==> src/rtl/omon_pkg.sv <==
// shared types, constants and channel lookup for the overcurrent monitor
package omon_pkg;

  localparam int NUM_MON    = 5;
  localparam int MON_IDX_W  = $clog2(NUM_MON);
  localparam int CH_W       = 4;
  localparam int SAMPLE_W   = 12;
  localparam int MA_W       = 11;
  localparam int FAULT_W    = NUM_MON;
  localparam int CFG_IDX_W  = 3;
  localparam int CFG_DATA_W = MA_W;

  localparam int SCALE_MUL   = 330;
  localparam int SCALE_DIV   = 819;
  localparam int MA_MAX      = 1650;

  // avg * 330 / 819 as avg * ceil(330 * 2^22 / 819) >> 22, exact for every 12-bit average
  localparam int SCALE_SHIFT   = 22;
  localparam int SCALE_RECIP_W = 21;
  localparam logic [SCALE_RECIP_W-1:0] SCALE_RECIP = SCALE_RECIP_W'(
    ((longint'(SCALE_MUL) << SCALE_SHIFT) + longint'(SCALE_DIV) - 64'sd1)
    / longint'(SCALE_DIV));
  localparam int PROD_W = SAMPLE_W + SCALE_RECIP_W;

  localparam int MAX_FRAME_SAMPLES_DEF = 256;

  localparam logic [MA_W-1:0] LIMIT_RESET = 11'd2047;

  // slot order of the per-channel state, also the register and fault bit order
  localparam logic [MON_IDX_W-1:0] MON_PLATE      = 3'd0;
  localparam logic [MON_IDX_W-1:0] MON_SCOOP_MOVE = 3'd1;
  localparam logic [MON_IDX_W-1:0] MON_SCOOP_SPIN = 3'd2;
  localparam logic [MON_IDX_W-1:0] MON_MAIN       = 3'd3;
  localparam logic [MON_IDX_W-1:0] MON_WASTE      = 3'd4;
  localparam logic [MON_IDX_W-1:0] MON_LAST       = MON_WASTE;

  // adc channel tags of the monitored motors
  localparam logic [CH_W-1:0] CH_PLATE      = 4'd1;
  localparam logic [CH_W-1:0] CH_SCOOP_MOVE = 4'd2;
  localparam logic [CH_W-1:0] CH_SCOOP_SPIN = 4'd6;
  localparam logic [CH_W-1:0] CH_MAIN       = 4'd3;
  localparam logic [CH_W-1:0] CH_WASTE      = 4'd9;

  typedef struct packed {
    logic [CH_W-1:0]     channel;
    logic [SAMPLE_W-1:0] sample;
    logic                frame_end;
  } in_item_t;

  typedef struct packed {
    logic [MA_W-1:0]    scoop_move_ma;
    logic [MA_W-1:0]    plate_cur;
    logic [MA_W-1:0]    main_ma;
    logic [MA_W-1:0]    waste_cur;
    logic [MA_W-1:0]    scoop_spin_ma;
    logic [FAULT_W-1:0] fault_bits;
  } out_item_t;

  typedef struct packed {
    logic                 hit;
    logic [MON_IDX_W-1:0] idx;
  } mon_hit_t;

  typedef enum logic [2:0] {
    S_IDLE,
    S_CHECK,
    S_DIV_AVG,
    S_MUL,
    S_OUTPUT
  } state_t;

  // sequencer commands to the datapath
  typedef struct packed {
    logic                 ready;
    logic                 div_start;
    logic                 load_prod;
    logic                 write_current;
    logic                 load_out;
    logic [MON_IDX_W-1:0] idx;
  } ctl_t;

  // datapath status back to the sequencer
  typedef struct packed {
    logic start_frame;
    logic count_nz;
    logic div_done;
    logic out_free;
  } stat_t;

  function automatic mon_hit_t mon_lookup(input logic [CH_W-1:0] ch);
    mon_hit_t r;
    r.hit = 1'b1;
    r.idx = MON_PLATE;
    case (ch)
      CH_PLATE:      r.idx = MON_PLATE;
      CH_SCOOP_MOVE: r.idx = MON_SCOOP_MOVE;
      CH_SCOOP_SPIN: r.idx = MON_SCOOP_SPIN;
      CH_MAIN:       r.idx = MON_MAIN;
      CH_WASTE:      r.idx = MON_WASTE;
      default:       r.hit = 1'b0;
    endcase
    return r;
  endfunction

endpackage

==> src/rtl/omon_div.sv <==
// shared restoring divider, one quotient bit per cycle
module omon_div #(
  parameter int DIVIDEND_W = 21,
  parameter int DIVISOR_W  = 10
) (
  input  logic                  clk,
  input  logic                  rst,
  input  logic                  start,
  input  logic [DIVIDEND_W-1:0] dividend,
  input  logic [DIVISOR_W-1:0]  divisor,
  output logic                  done,
  output logic [DIVIDEND_W-1:0] quotient
);

  localparam int STEP_W = $clog2(DIVIDEND_W);
  localparam logic [STEP_W-1:0] STEP_LAST = STEP_W'(DIVIDEND_W - 1);

  logic                  busy;
  logic [STEP_W-1:0]     step;
  logic [DIVISOR_W-1:0]  rem;
  logic [DIVISOR_W-1:0]  dvs;
  logic [DIVIDEND_W-1:0] quo;

  logic [DIVISOR_W:0]    rem_shift;
  logic [DIVISOR_W:0]    diff;
  logic                  fits;
  logic [DIVISOR_W-1:0]  rem_next;
  logic [DIVIDEND_W-1:0] quo_next;

  always_comb begin
    rem_shift = {rem, quo[DIVIDEND_W-1]};
    diff      = rem_shift - {1'b0, dvs};
    fits      = rem_shift >= {1'b0, dvs};
    rem_next  = fits ? diff[DIVISOR_W-1:0] : rem_shift[DIVISOR_W-1:0];
    quo_next  = {quo[DIVIDEND_W-2:0], fits};
  end

  always_ff @(posedge clk) begin
    if (rst) begin
      busy <= 1'b0;
      done <= 1'b0;
      step <= '0;
    end else begin
      done <= 1'b0;
      if (start) begin
        busy <= 1'b1;
        step <= '0;
      end else if (busy) begin
        step <= step + 1'b1;
        if (step == STEP_LAST) begin
          busy <= 1'b0;
          done <= 1'b1;
        end
      end
    end
  end

  always_ff @(posedge clk) begin
    if (start) begin
      rem <= '0;
      dvs <= divisor;
      quo <= dividend;
    end else if (busy) begin
      rem <= rem_next;
      quo <= quo_next;
    end
  end

  assign quotient = quo;

endmodule

==> src/rtl/omon_fsm.sv <==
// frame evaluation sequencer: walks the five channels, sending each one with samples through the divider
module omon_fsm (
  input  logic           clk,
  input  logic           rst,
  input  omon_pkg::stat_t stat,
  output omon_pkg::ctl_t  ctl
);

  omon_pkg::state_t state;
  omon_pkg::state_t state_next;
  logic [omon_pkg::MON_IDX_W-1:0] idx;

  always_ff @(posedge clk) begin
    if (rst) begin
      state <= omon_pkg::S_IDLE;
      idx   <= '0;
    end else begin
      state <= state_next;
      if (state == omon_pkg::S_IDLE) begin
        idx <= '0;
      end else if ((state == omon_pkg::S_CHECK && !stat.count_nz && idx != omon_pkg::MON_LAST)
                   || (state == omon_pkg::S_MUL && idx != omon_pkg::MON_LAST)) begin
        idx <= idx + 1'b1;
      end
    end
  end

  always_comb begin
    state_next = state;
    case (state)
      omon_pkg::S_IDLE: begin
        if (stat.start_frame) state_next = omon_pkg::S_CHECK;
      end
      omon_pkg::S_CHECK: begin
        if (stat.count_nz) state_next = omon_pkg::S_DIV_AVG;
        else if (idx == omon_pkg::MON_LAST) state_next = omon_pkg::S_OUTPUT;
      end
      omon_pkg::S_DIV_AVG: begin
        if (stat.div_done) state_next = omon_pkg::S_MUL;
      end
      omon_pkg::S_MUL: begin
        state_next = (idx == omon_pkg::MON_LAST) ? omon_pkg::S_OUTPUT : omon_pkg::S_CHECK;
      end
      omon_pkg::S_OUTPUT: begin
        if (stat.out_free) state_next = omon_pkg::S_IDLE;
      end
      default: state_next = omon_pkg::S_IDLE;
    endcase
  end

  always_comb begin
    ctl               = '0;
    ctl.idx           = idx;
    ctl.ready         = (state == omon_pkg::S_IDLE);
    ctl.div_start     = (state == omon_pkg::S_CHECK) && stat.count_nz;
    ctl.load_prod     = (state == omon_pkg::S_DIV_AVG) && stat.div_done;
    ctl.write_current = (state == omon_pkg::S_MUL);
    ctl.load_out      = (state == omon_pkg::S_OUTPUT) && stat.out_free;
  end

endmodule

==> src/rtl/multichannel_overcurrent_monitor.sv <==
// top level: per-channel accumulation, shared divider datapath and result register
//
//  port group   direction  handshake              payload
//  in_*         sink       in_valid / in_stall    omon_pkg::in_item_t
//  out_*        source     out_valid / out_stall  omon_pkg::out_item_t
//  cfg_*        sink       cfg_we                 cfg_index, cfg_data (limits)
//
// an ordinary sample is summed in the cycle it is accepted, and the next one can follow at once
// a frame_end sample holds in_stall high while each channel with samples takes one
// divider pass for its average and a reciprocal multiply for the 330/819 scaling;
// empty channels are skipped, and the divider works on the sum width (20 bits by default);
// the result is then loaded, held back while the previous result is stalled
// reset is synchronous and clears sums, counts, currents and faults; limits go to 2047
module multichannel_overcurrent_monitor #(
  parameter int MAX_FRAME_SAMPLES = omon_pkg::MAX_FRAME_SAMPLES_DEF
) (
  input  logic                              clk,
  input  logic                              rst,
  input  logic                              in_valid,
  output logic                              in_stall,
  input  omon_pkg::in_item_t                in_data,
  output logic                              out_valid,
  input  logic                              out_stall,
  output omon_pkg::out_item_t               out_data,
  input  logic                              cfg_we,
  input  logic [omon_pkg::CFG_IDX_W-1:0]    cfg_index,
  input  logic [omon_pkg::CFG_DATA_W-1:0]   cfg_data
);

  localparam int CNT_W = $clog2(MAX_FRAME_SAMPLES + 1);
  localparam int SUM_W = $clog2(MAX_FRAME_SAMPLES * ((1 << omon_pkg::SAMPLE_W) - 1) + 1);
  localparam logic [CNT_W-1:0] FRAME_MAX = CNT_W'(MAX_FRAME_SAMPLES);

  logic [SUM_W-1:0]          sums     [omon_pkg::NUM_MON];
  logic [CNT_W-1:0]          counts   [omon_pkg::NUM_MON];
  logic [omon_pkg::MA_W-1:0] currents [omon_pkg::NUM_MON];
  logic [omon_pkg::MA_W-1:0] limits   [omon_pkg::NUM_MON];
  logic [omon_pkg::FAULT_W-1:0] faults;
  logic [CNT_W-1:0]          frame_taken;
  logic [omon_pkg::PROD_W-1:0] prod;

  omon_pkg::ctl_t   ctl;
  omon_pkg::stat_t  stat;
  omon_pkg::mon_hit_t mon;

  logic                           accept;
  logic                           frame_open;
  logic [omon_pkg::MON_IDX_W-1:0] sel_idx;
  logic [SUM_W-1:0]               sum_rd;
  logic [CNT_W-1:0]               cnt_rd;
  logic                           div_done;
  logic [SUM_W-1:0]               div_q;
  logic [omon_pkg::MA_W-1:0]      ma;

  assign in_stall   = !ctl.ready;
  assign accept     = in_valid && !in_stall;
  assign mon        = omon_pkg::mon_lookup(in_data.channel);
  assign frame_open = frame_taken < FRAME_MAX;

  // one read port: the sample's slot while idle, the sequencer's slot otherwise
  assign sel_idx = ctl.ready ? mon.idx : ctl.idx;
  assign sum_rd  = sums[sel_idx];
  assign cnt_rd  = counts[sel_idx];

  assign ma = prod[omon_pkg::SCALE_SHIFT +: omon_pkg::MA_W];

  assign stat.start_frame = accept && in_data.frame_end;
  assign stat.count_nz    = cnt_rd != '0;
  assign stat.div_done    = div_done;
  assign stat.out_free    = !out_valid || !out_stall;

  omon_fsm u_fsm (
    .clk  (clk),
    .rst  (rst),
    .stat (stat),
    .ctl  (ctl)
  );

  omon_div #(
    .DIVIDEND_W (SUM_W),
    .DIVISOR_W  (CNT_W)
  ) u_div (
    .clk      (clk),
    .rst      (rst),
    .start    (ctl.div_start),
    .dividend (sum_rd),
    .divisor  (cnt_rd),
    .done     (div_done),
    .quotient (div_q)
  );

  // accumulation, frame clear when the result is loaded
  always_ff @(posedge clk) begin
    if (rst || ctl.load_out) begin
      for (int i = 0; i < omon_pkg::NUM_MON; i++) begin
        sums[i]   <= '0;
        counts[i] <= '0;
      end
      frame_taken <= '0;
    end else if (accept && frame_open) begin
      frame_taken <= frame_taken + 1'b1;
      if (mon.hit) begin
        sums[mon.idx]   <= sum_rd + SUM_W'(in_data.sample);
        counts[mon.idx] <= cnt_rd + 1'b1;
      end
    end
  end

  // average times the scaled reciprocal of 819/330; the current is the top bits
  always_ff @(posedge clk) begin
    if (ctl.load_prod) begin
      prod <= omon_pkg::PROD_W'(div_q[omon_pkg::SAMPLE_W-1:0])
              * omon_pkg::PROD_W'(omon_pkg::SCALE_RECIP);
    end
  end

  always_ff @(posedge clk) begin
    if (rst) begin
      for (int i = 0; i < omon_pkg::NUM_MON; i++) begin
        currents[i] <= '0;
        limits[i]   <= omon_pkg::LIMIT_RESET;
      end
      faults <= '0;
    end else begin
      if (cfg_we && cfg_index < omon_pkg::CFG_IDX_W'(omon_pkg::NUM_MON)) begin
        limits[cfg_index] <= cfg_data;
      end
      if (ctl.write_current) begin
        currents[ctl.idx] <= ma;
        if (ma > limits[ctl.idx]) faults[ctl.idx] <= 1'b1;
      end
    end
  end

  always_ff @(posedge clk) begin
    if (rst) begin
      out_valid <= 1'b0;
      out_data  <= '0;
    end else if (ctl.load_out) begin
      out_valid              <= 1'b1;
      out_data.scoop_move_ma <= currents[omon_pkg::MON_SCOOP_MOVE];
      out_data.plate_cur     <= currents[omon_pkg::MON_PLATE];
      out_data.main_ma       <= currents[omon_pkg::MON_MAIN];
      out_data.waste_cur     <= currents[omon_pkg::MON_WASTE];
      out_data.scoop_spin_ma <= currents[omon_pkg::MON_SCOOP_SPIN];
      out_data.fault_bits    <= faults;
    end else if (!out_stall) begin
      out_valid <= 1'b0;
    end
  end

endmodule

==> config.mk <==
export PLATFORM = sky130hd
export DESIGN_NAME = multichannel_overcurrent_monitor
export DESIGN_NICKNAME = d
export VERILOG_FILES = /design/src/rtl/omon_pkg.sv /design/src/rtl/omon_div.sv /design/src/rtl/omon_fsm.sv /design/src/rtl/multichannel_overcurrent_monitor.sv
export SDC_FILE = /design/constraint.sdc
export NUM_CORES = 1
export LEC_CHECK = 0
export ABC_AREA = 1
export BUFFER_PORTS_ARGS = -buffer_cell sky130_fd_sc_hd__buf_2
export CORE_UTILIZATION = 57
export DETAILED_ROUTE_END_ITERATION = 8
export GPL_TIMING_DRIVEN = 0
export HOLD_SLACK_MARGIN = 0.05
export PLACE_DENSITY = 0.86
export SKIP_LAST_GASP = 1
export SLEW_MARGIN = 30
export SYNTH_ARGS = -nofsm -noshare
export SYNTH_HDL_FRONTEND = slang
export SYNTH_SLANG_ARGS = --single-unit
==> constraint.sdc <==
create_clock -name clk -period 5.24 [get_ports clk]
set_clock_uncertainty 0.2 [all_clocks]
set_input_delay 0.524 -clock clk [delete_from_list [all_inputs] [get_ports clk]]
set_output_delay 0.524 -clock clk [all_outputs]
set_load 0.01 [all_outputs]
==> run summary, run 1 <==
crit-path cells: fa_1 -> ha_1 -> fa_1 -> inv_1 -> fa_1 -> inv_1 -> fa_1 -> ha_2 -> nand2_1 -> nor4_4 -> nand3_1 -> nand3_2 -> a21oi_4 -> o31ai_2 -> xor2_1
DRT iter0 DRCs: 2,217
CTS tree: built
Max Slew Vio Count: 0
DR vias/cell: 5.613
gr usage total: 28.24%
CTS buffer count: 52
Detailed Place HPWL: 46.56 mm
FF+latch count, synth: 515
vias in the first global route: 20,640
Final Instance Area: 0.03062 sq mm
Antenna Nets Post-Route: 0
Placed Area: 0.02833 sq mm
Inst Count DP: 3,472
average wire per standard cell: 18.57 microns
multi-input logic area: 0.01082 sq mm
Max Fclk: 196.2 MHz
CP peak stage delay: 0.62 ns
crit path DAT: 5.25 ns
largest cells by area after synthesis: edfxtp_1, dfxtp_1, nand2_1
global-route wire length before repair: 104.5 mm
Top Family by Delay on Critical Path: adder cells
antenna cells: 0
Syn-to-layout area delta: 15.55%
sequential standard cell area: 0.01446 sq mm
final hold violations: 0
Fillers: 3,249
vias: 20,220
Synth cell types: 58
io pins: 98
asr flop ratio synth: 0%
post-synth top area cell: edfxtp_1
initial antenna violation count: 0
sequential-to-total area share from yosys stat: 54.59%
Max Buffers Root-to-Sink: 3
crit share post-route: 97.25%
CP max-delay cell: fa_1
worst rel slew slack: 40.04%
worst skew pair latency: 0.61 ns
root buf cell: clkbuf_16
critical path endpoint category: flip-flop
Hold WC Path Type: input pin to flip-flop
die area: 0.04735 sq mm
Tmin final: 5.096 ns
Starting Density: 58.14%
TritonRoute pass-1 iters: 7
die height: 217.6 microns
total gr overflow: 0
WHS: 0.1056 ns
top cell type's share of synthesized area: 47.03%
number of port buffers: 97
clock tree sinks: 515
max_cap viols: 0
layout cells sized above 1: 12.45%
Setup Viol. Count Final: 0
critical path required time: 5.39 ns
post-layout net count: 3,203
status: completed
H-tree level count: 2
worst-margin pin slew: 0.8972 ns
WS Path Type: flip-flop to flip-flop
Synth Warn #: 0
DRT Wirelength: 66.91 mm
Critical Path Fanout Max: 4
Residual DRC: 0
GP Congestion: 0.9341
fin cells: 3,603
die span in x: 217.6 microns
clk slew on worst S/H paths: 0.06 ns
startpoint types: flip-flop
floorplan core area: 0.04558 sq mm
Syn Area/Cell: 9.995 sq um
cell repeated most along the worst path: fa_1
largest net degree at the start of global routing: 22
worst path bufs/invs: 2
row cnt: 78
Mapped Area: 0.02650 sq mm
cells after synthesis: 2,651
Main synth FF type: edfxtp_1
EDFF count, synth: 415
-- cells by family after synthesis --
group	Yosys count	synth area share, %
xor+xnor	47	1.752
mux	11	0.4203
flops	515	54.59
buf+inv	465	7.097
simple gates	1077	17.40
compound gates	329	6.904
other cells	1	0.01415
fa+ha+maj	206	11.82
-- synth_stat cells, types with 5 or more instances --
| library cell | count |
|---|---|
| fa_1 | 74 |
| o21bai_1 | 6 |
| buf_6 | 9 |
| nor2_1 | 291 |
| nand2_4 | 6 |
| ha_1 | 132 |
| nand4_1 | 12 |
| nor2_2 | 13 |
| o221ai_1 | 11 |
| a21oi_1 | 134 |
| xor2_2 | 6 |
| nand3_1 | 227 |
| buf_1 | 5 |
| clkbuf_1 | 72 |
| nor3_1 | 23 |
| inv_2 | 21 |
| mux2i_1 | 10 |
| a21o_1 | 5 |
| buf_4 | 5 |
| inv_1 | 328 |
| dfxtp_1 | 100 |
| buf_2 | 21 |
| o32ai_1 | 12 |
| o21ai_0 | 124 |
| o211ai_1 | 6 |
| nand2_1 | 469 |
| edfxtp_1 | 415 |
| xor2_1 | 29 |
| xnor2_1 | 11 |
| nand2_2 | 13 |
| o21ai_1 | 14 |
-- path summary, 6_finish.rpt --
| check | startpoint | end | slack [ns] | cells after the start |
|---|---|---|---|---|
| max | u_div.quotient[6] | prod[31] | 0.14 | 15 |
| min | out_stall | out_valid | 0.11 | 3 |
| max reg2reg | u_div.quotient[6] | prod[31] | 0.14 | 15 |
| min reg2reg | out_data[8] | out_data[8] | 0.24 | 2 |
-- per-stage QoR --
step | util, % | setup TNS, ns | setup slack (ns)
final | 67.17 | 0 | 0.1441
after global routing | 67.17 | -0.1170 | -0.03075
after CTS | 66.71 | -0.1834 | -0.04397
after detailed placement | 62.16 | -20.05 | -0.5777
after global placement | 61.83 | -12.31 | -0.4141
after floorplan | - | 0 | 0.03500
-- tightest hold or removal path: stages --
cell,delay [ns]
buf_2,0.11
nand2_1,0.15
a21oi_1,0.09
-- area by class of cell --
cell class	count	area share (%)
buffer	111	1.900
clock buffer	64	4.634
clock inverter	32	1.050
inverter	351	4.303
multi-input combinational	1790	35.34
sequential	515	47.24
tap	600	2.452
timing repair buffer	140	3.077
-- per-layer routing --
| metal | GRT usage [%] | share of wire, % | vias to the layer above | wire [microns] |
|---|---|---|---|---|
| li1 | - | - | 9311 | - |
| met5 | 0 | 0 | - | 0 |
| met4 | 12.18 | 4.1 | 0 | 2773 |
| met1 | 33.62 | 36 | 9528 | 24180 |
| met2 | 50.62 | 51 | 1146 | 34050 |
| met3 | 4.226 | 8.8 | 239 | 5905 |
-- state kept, by name, indices dropped and copies added (netlist names), 5 cells and up, named ones only --
register,cells
faults,5
limits,88
counts,72
u_div.step,5
currents,55
u_div.dvs,9
out_data,60
u_div.quotient,20
prod,11
sums,160
u_div.rem,9
frame_taken,9
-- cells in the final DEF, fill, tap and decap left out, types with 10 or more instances in the layout --
master | Yosys | routed
nand2_1 | 469 | 461
edfxtp_1 | 415 | 415
inv_1 | 328 | 324
nor2_1 | 291 | 291
nand3_1 | 227 | 226
a21oi_1 | 134 | 128
ha_1 | 132 | 125
o21ai_0 | 124 | 121
conb_1 | 1 | 120
buf_2 | 21 | 116
dfxtp_1 | 100 | 100
fa_1 | 74 | 74
clkbuf_1 | 72 | 70
clkbuf_16 | 0 | 54
buf_4 | 5 | 31
xor2_1 | 29 | 28
inv_2 | 21 | 25
nand2_2 | 13 | 21
nor3_1 | 23 | 21
o21ai_1 | 14 | 16
nor2_2 | 13 | 13
o32ai_1 | 12 | 12
nand4_1 | 12 | 12
dlygate4sd3_1 | 0 | 12
o221ai_1 | 11 | 11
xnor2_1 | 11 | 11
mux2i_1 | 10 | 10
buf_6 | 9 | 10
clkinv_2 | 0 | 10
-- what timing repair did --
action,CTS,global route
setup buffers,21,5
pin swaps,3,14
setup endpoints to repair,45,79
hold buffers,12,0
hold endpoints to repair,35,0
resized for setup,20,45
Power of run 1 is not shown: default switching activity piles up to over one toggle a cycle in this logic, so the estimate is an artifact.
==> inputs of run 2 (changes only) <==
--- a/config.mk
+++ b/config.mk
@@ -7,11 +7,13 @@
 export LEC_CHECK = 0
 export ABC_AREA = 1
 export BUFFER_PORTS_ARGS = -buffer_cell sky130_fd_sc_hd__buf_2
-export CORE_UTILIZATION = 57
+export CELL_PAD_IN_SITES_DETAIL_PLACEMENT = 1
+export CELL_PAD_IN_SITES_GLOBAL_PLACEMENT = 2
+export CORE_UTILIZATION = 37
 export DETAILED_ROUTE_END_ITERATION = 8
 export GPL_TIMING_DRIVEN = 0
 export HOLD_SLACK_MARGIN = 0.05
-export PLACE_DENSITY = 0.86
+export PLACE_DENSITY = 0.85
 export SKIP_LAST_GASP = 1
 export SLEW_MARGIN = 30
 export SYNTH_ARGS = -nofsm -noshare
==> run 2 against run 1 <==
  * Worst setup slack improved by 0.0059 ns
  * Non-clock buffer count fell by 1
  * Register-to-register slack barely moved
  * Core utilization fell by 23 points
  * Global-route usage fell by 7.8 points
  * Critical endpoint unchanged
  * Highest routed layer unchanged
==> run summary, run 2 (same netlist as run 1, synthesis figures left out) <==
status: completed
Tmin final: 5.090 ns (-0.005904 ns)
H-tree level count: 2 (unchanged)
DRT iter0 DRCs: 1,197 (-46%)
WS Path Type: flip-flop to flip-flop
Max Slew Vio Count: 0 (unchanged)
final worst setup slack: 0.1500 ns (+0.005904 ns)
worst-margin pin slew: 1.069 ns (+0.1721 ns)
GP Congestion: 0.9068 (-2.9%)
DRT Wirelength: 74.40 mm (+11%)
reg2reg start: u_div.quotient[4]
vias in the first global route: 21,230 (+2.9%)
most common cell after layout, fill and taps aside: nand2_1
CP max-delay cell: fa_1
clk slew on worst S/H paths: 0.06 ns (about the same)
Setup Viol. Count Final: 0 (unchanged)
worst setup path start: u_div.quotient[4]
Worst R2R Path Depth: 18 (+3)
Placed Area: 0.02872 sq mm (+1.4%)
clock tree sinks: 515 (unchanged)
startpoint types: flip-flop
total gr overflow: 0 (unchanged)
final setup TNS: 0 ns (unchanged)
number of cells on the critical path: 18 (+3)
die span in x: 269.6 microns (+24%)
gr usage total: 20.44% (-7.8 points)
crit-path cells: buf_4 -> fa_1 -> ha_1 -> inv_1 -> fa_1 -> inv_1 -> fa_1 -> inv_1 -> fa_1 -> inv_1 -> ha_1 -> nand2_1 -> nor4_2 -> nand3_1 -> nand3_2 -> a21oi_4 -> o31ai_2 -> xor2_1
DR vias/cell: 4.950 (-12%)
Hold WC Path Type: input pin to flip-flop
commonest cells after routing, fill and taps aside: nand2_1, edfxtp_1, inv_1
die area: 0.07269 sq mm (+54%)
Max Buffers Root-to-Sink: 3 (unchanged)
critical path required time: 5.41 ns (+0.02 ns)
crit path to: prod[31]
vias: 19,560 (-3.3%)
average wire per standard cell: 18.83 microns (+1.4%)
max_cap viols: 0 (unchanged)
Inst Count DP: 3,811 (+9.8%)
Critical Path Fanout Max: 4 (unchanged)
worst skew pair latency: 0.64 ns (+0.03 ns)
Final Instance Area: 0.03124 sq mm (+2.0%)
Antenna Nets Post-Route: 0 (unchanged)
CP peak stage delay: 0.51 ns (-0.11 ns)
R2R Setup Slk: 0.15 ns (about the same)
Syn-to-layout area delta: 17.89%
CTS buffer count: 57 (+9.6%)
floorplan core area: 0.07039 sq mm (+54%)
io pins: 98 (unchanged)
Detailed Place HPWL: 54.60 mm (+17%)
root buf cell: clkbuf_16
global-route wire length before repair: 116.6 mm (+11%)
max FFs per register: 160 (unchanged)
Top Family by Delay on Critical Path: adder cells
CTS tree: built
worst rel slew slack: 28.72% (-11 points)
dpl ws: -0.7864 ns (-0.2088 ns)
TritonRoute pass-1 iters: 5 (-2)
Starting Density: 37.64% (-20 points)
layout cells sized above 1: 12.49% (+0.033 points)
worst path bufs/invs: 5 (+3)
final hold violations: 0 (unchanged)
Residual DRC: 0 (unchanged)
antenna cells: 0 (unchanged)
die height: 269.6 microns (+24%)
number of port buffers: 97 (unchanged)
crit share post-route: 97.14% (-0.11 points)
fin cells: 3,951 (+9.7%)
post-layout net count: 3,207 (+0.12%)
row cnt: 97 (+24%)
initial antenna violation count: 0 (unchanged)
critical path endpoint category: flip-flop
reg-to-reg endpoint: prod[31]
crit path DAT: 5.26 ns (about the same)
Max Fclk: 196.5 MHz (+0.12%)
RSZ-0062 raised after global routing: true
Fillers: 7,999 (+150%)
largest net degree at the start of global routing: 30 (+36%)
largest reg by FF count: sums
Largest regs: sums x160, limits x88, counts x72
-- run 2: changes by cell type in the layout (fill, tap and decap cells not counted), sizes merged --
cell      delta
inv          -3
clkinv       -1
buf          +5
bufinv       +3
clkbuf       +7
clkinvlp     -3
-- run 2: stage by stage --
stage          utilization [%]  hold slack, ns
3_3_place_gp             40.64          0.2352
3_5_place_dp             40.80          0.2352
5_1_grt                  44.37          0.1017
4_1_cts                  44.09         0.07285
6_report                 44.37         0.07242
2_1_floorplan                -          0.2268
-- run 2: worst min-delay path, stage by stage --
cell and delay [ns]:
buf_2 0.10, nand2_1 0.12, a21oi_1 0.10
-- run 2: repair_timing --
item,CTS,global route
buffers inserted,17,7
gates cloned,0,0
endpoints found under the setup margin,81,38
hold buffers,12,0
hold endpoints to repair,39,0
pin swaps,11,20
resized for setup,39,45
-- run 2: how the worst min path moves through the flow --
stage / slack (ns) / cells past startpoint / endpoint / from
after floorplan: 0.23 / 2 / faults[0] / faults[0]
after global placement: 0.24 / 2 / out_data[54] / out_data[54]
after detailed placement: 0.24 / 2 / out_data[34] / out_data[34]
after CTS: 0.07 / 3 / out_valid / out_stall
after global routing: 0.10 / 3 / out_valid / out_stall
final: 0.07 / 3 / out_valid / out_stall
-- run 2: layer usage --
metal  wire length (microns)  GRT usage [%]
met5                       0              0
met4                    2190          6.400
met3                    3304          3.019
met1                   30610          24.46
met2                   38300          37.45
-- run 2: layout make-up --
class	count	area [sq um]	share of cell area, %
plain buffers	113	625.6	2.003
clock buffers	77	1583	5.067
repair buffers	137	884.6	2.832
multi-input cells	1790	10820	34.65
clock inverters	28	361.6	1.158
flip-flops and latches	515	14460	46.30
inverters	351	1318	4.218
well taps	940	1176	3.765
Power of run 2 is left out for the same reason.
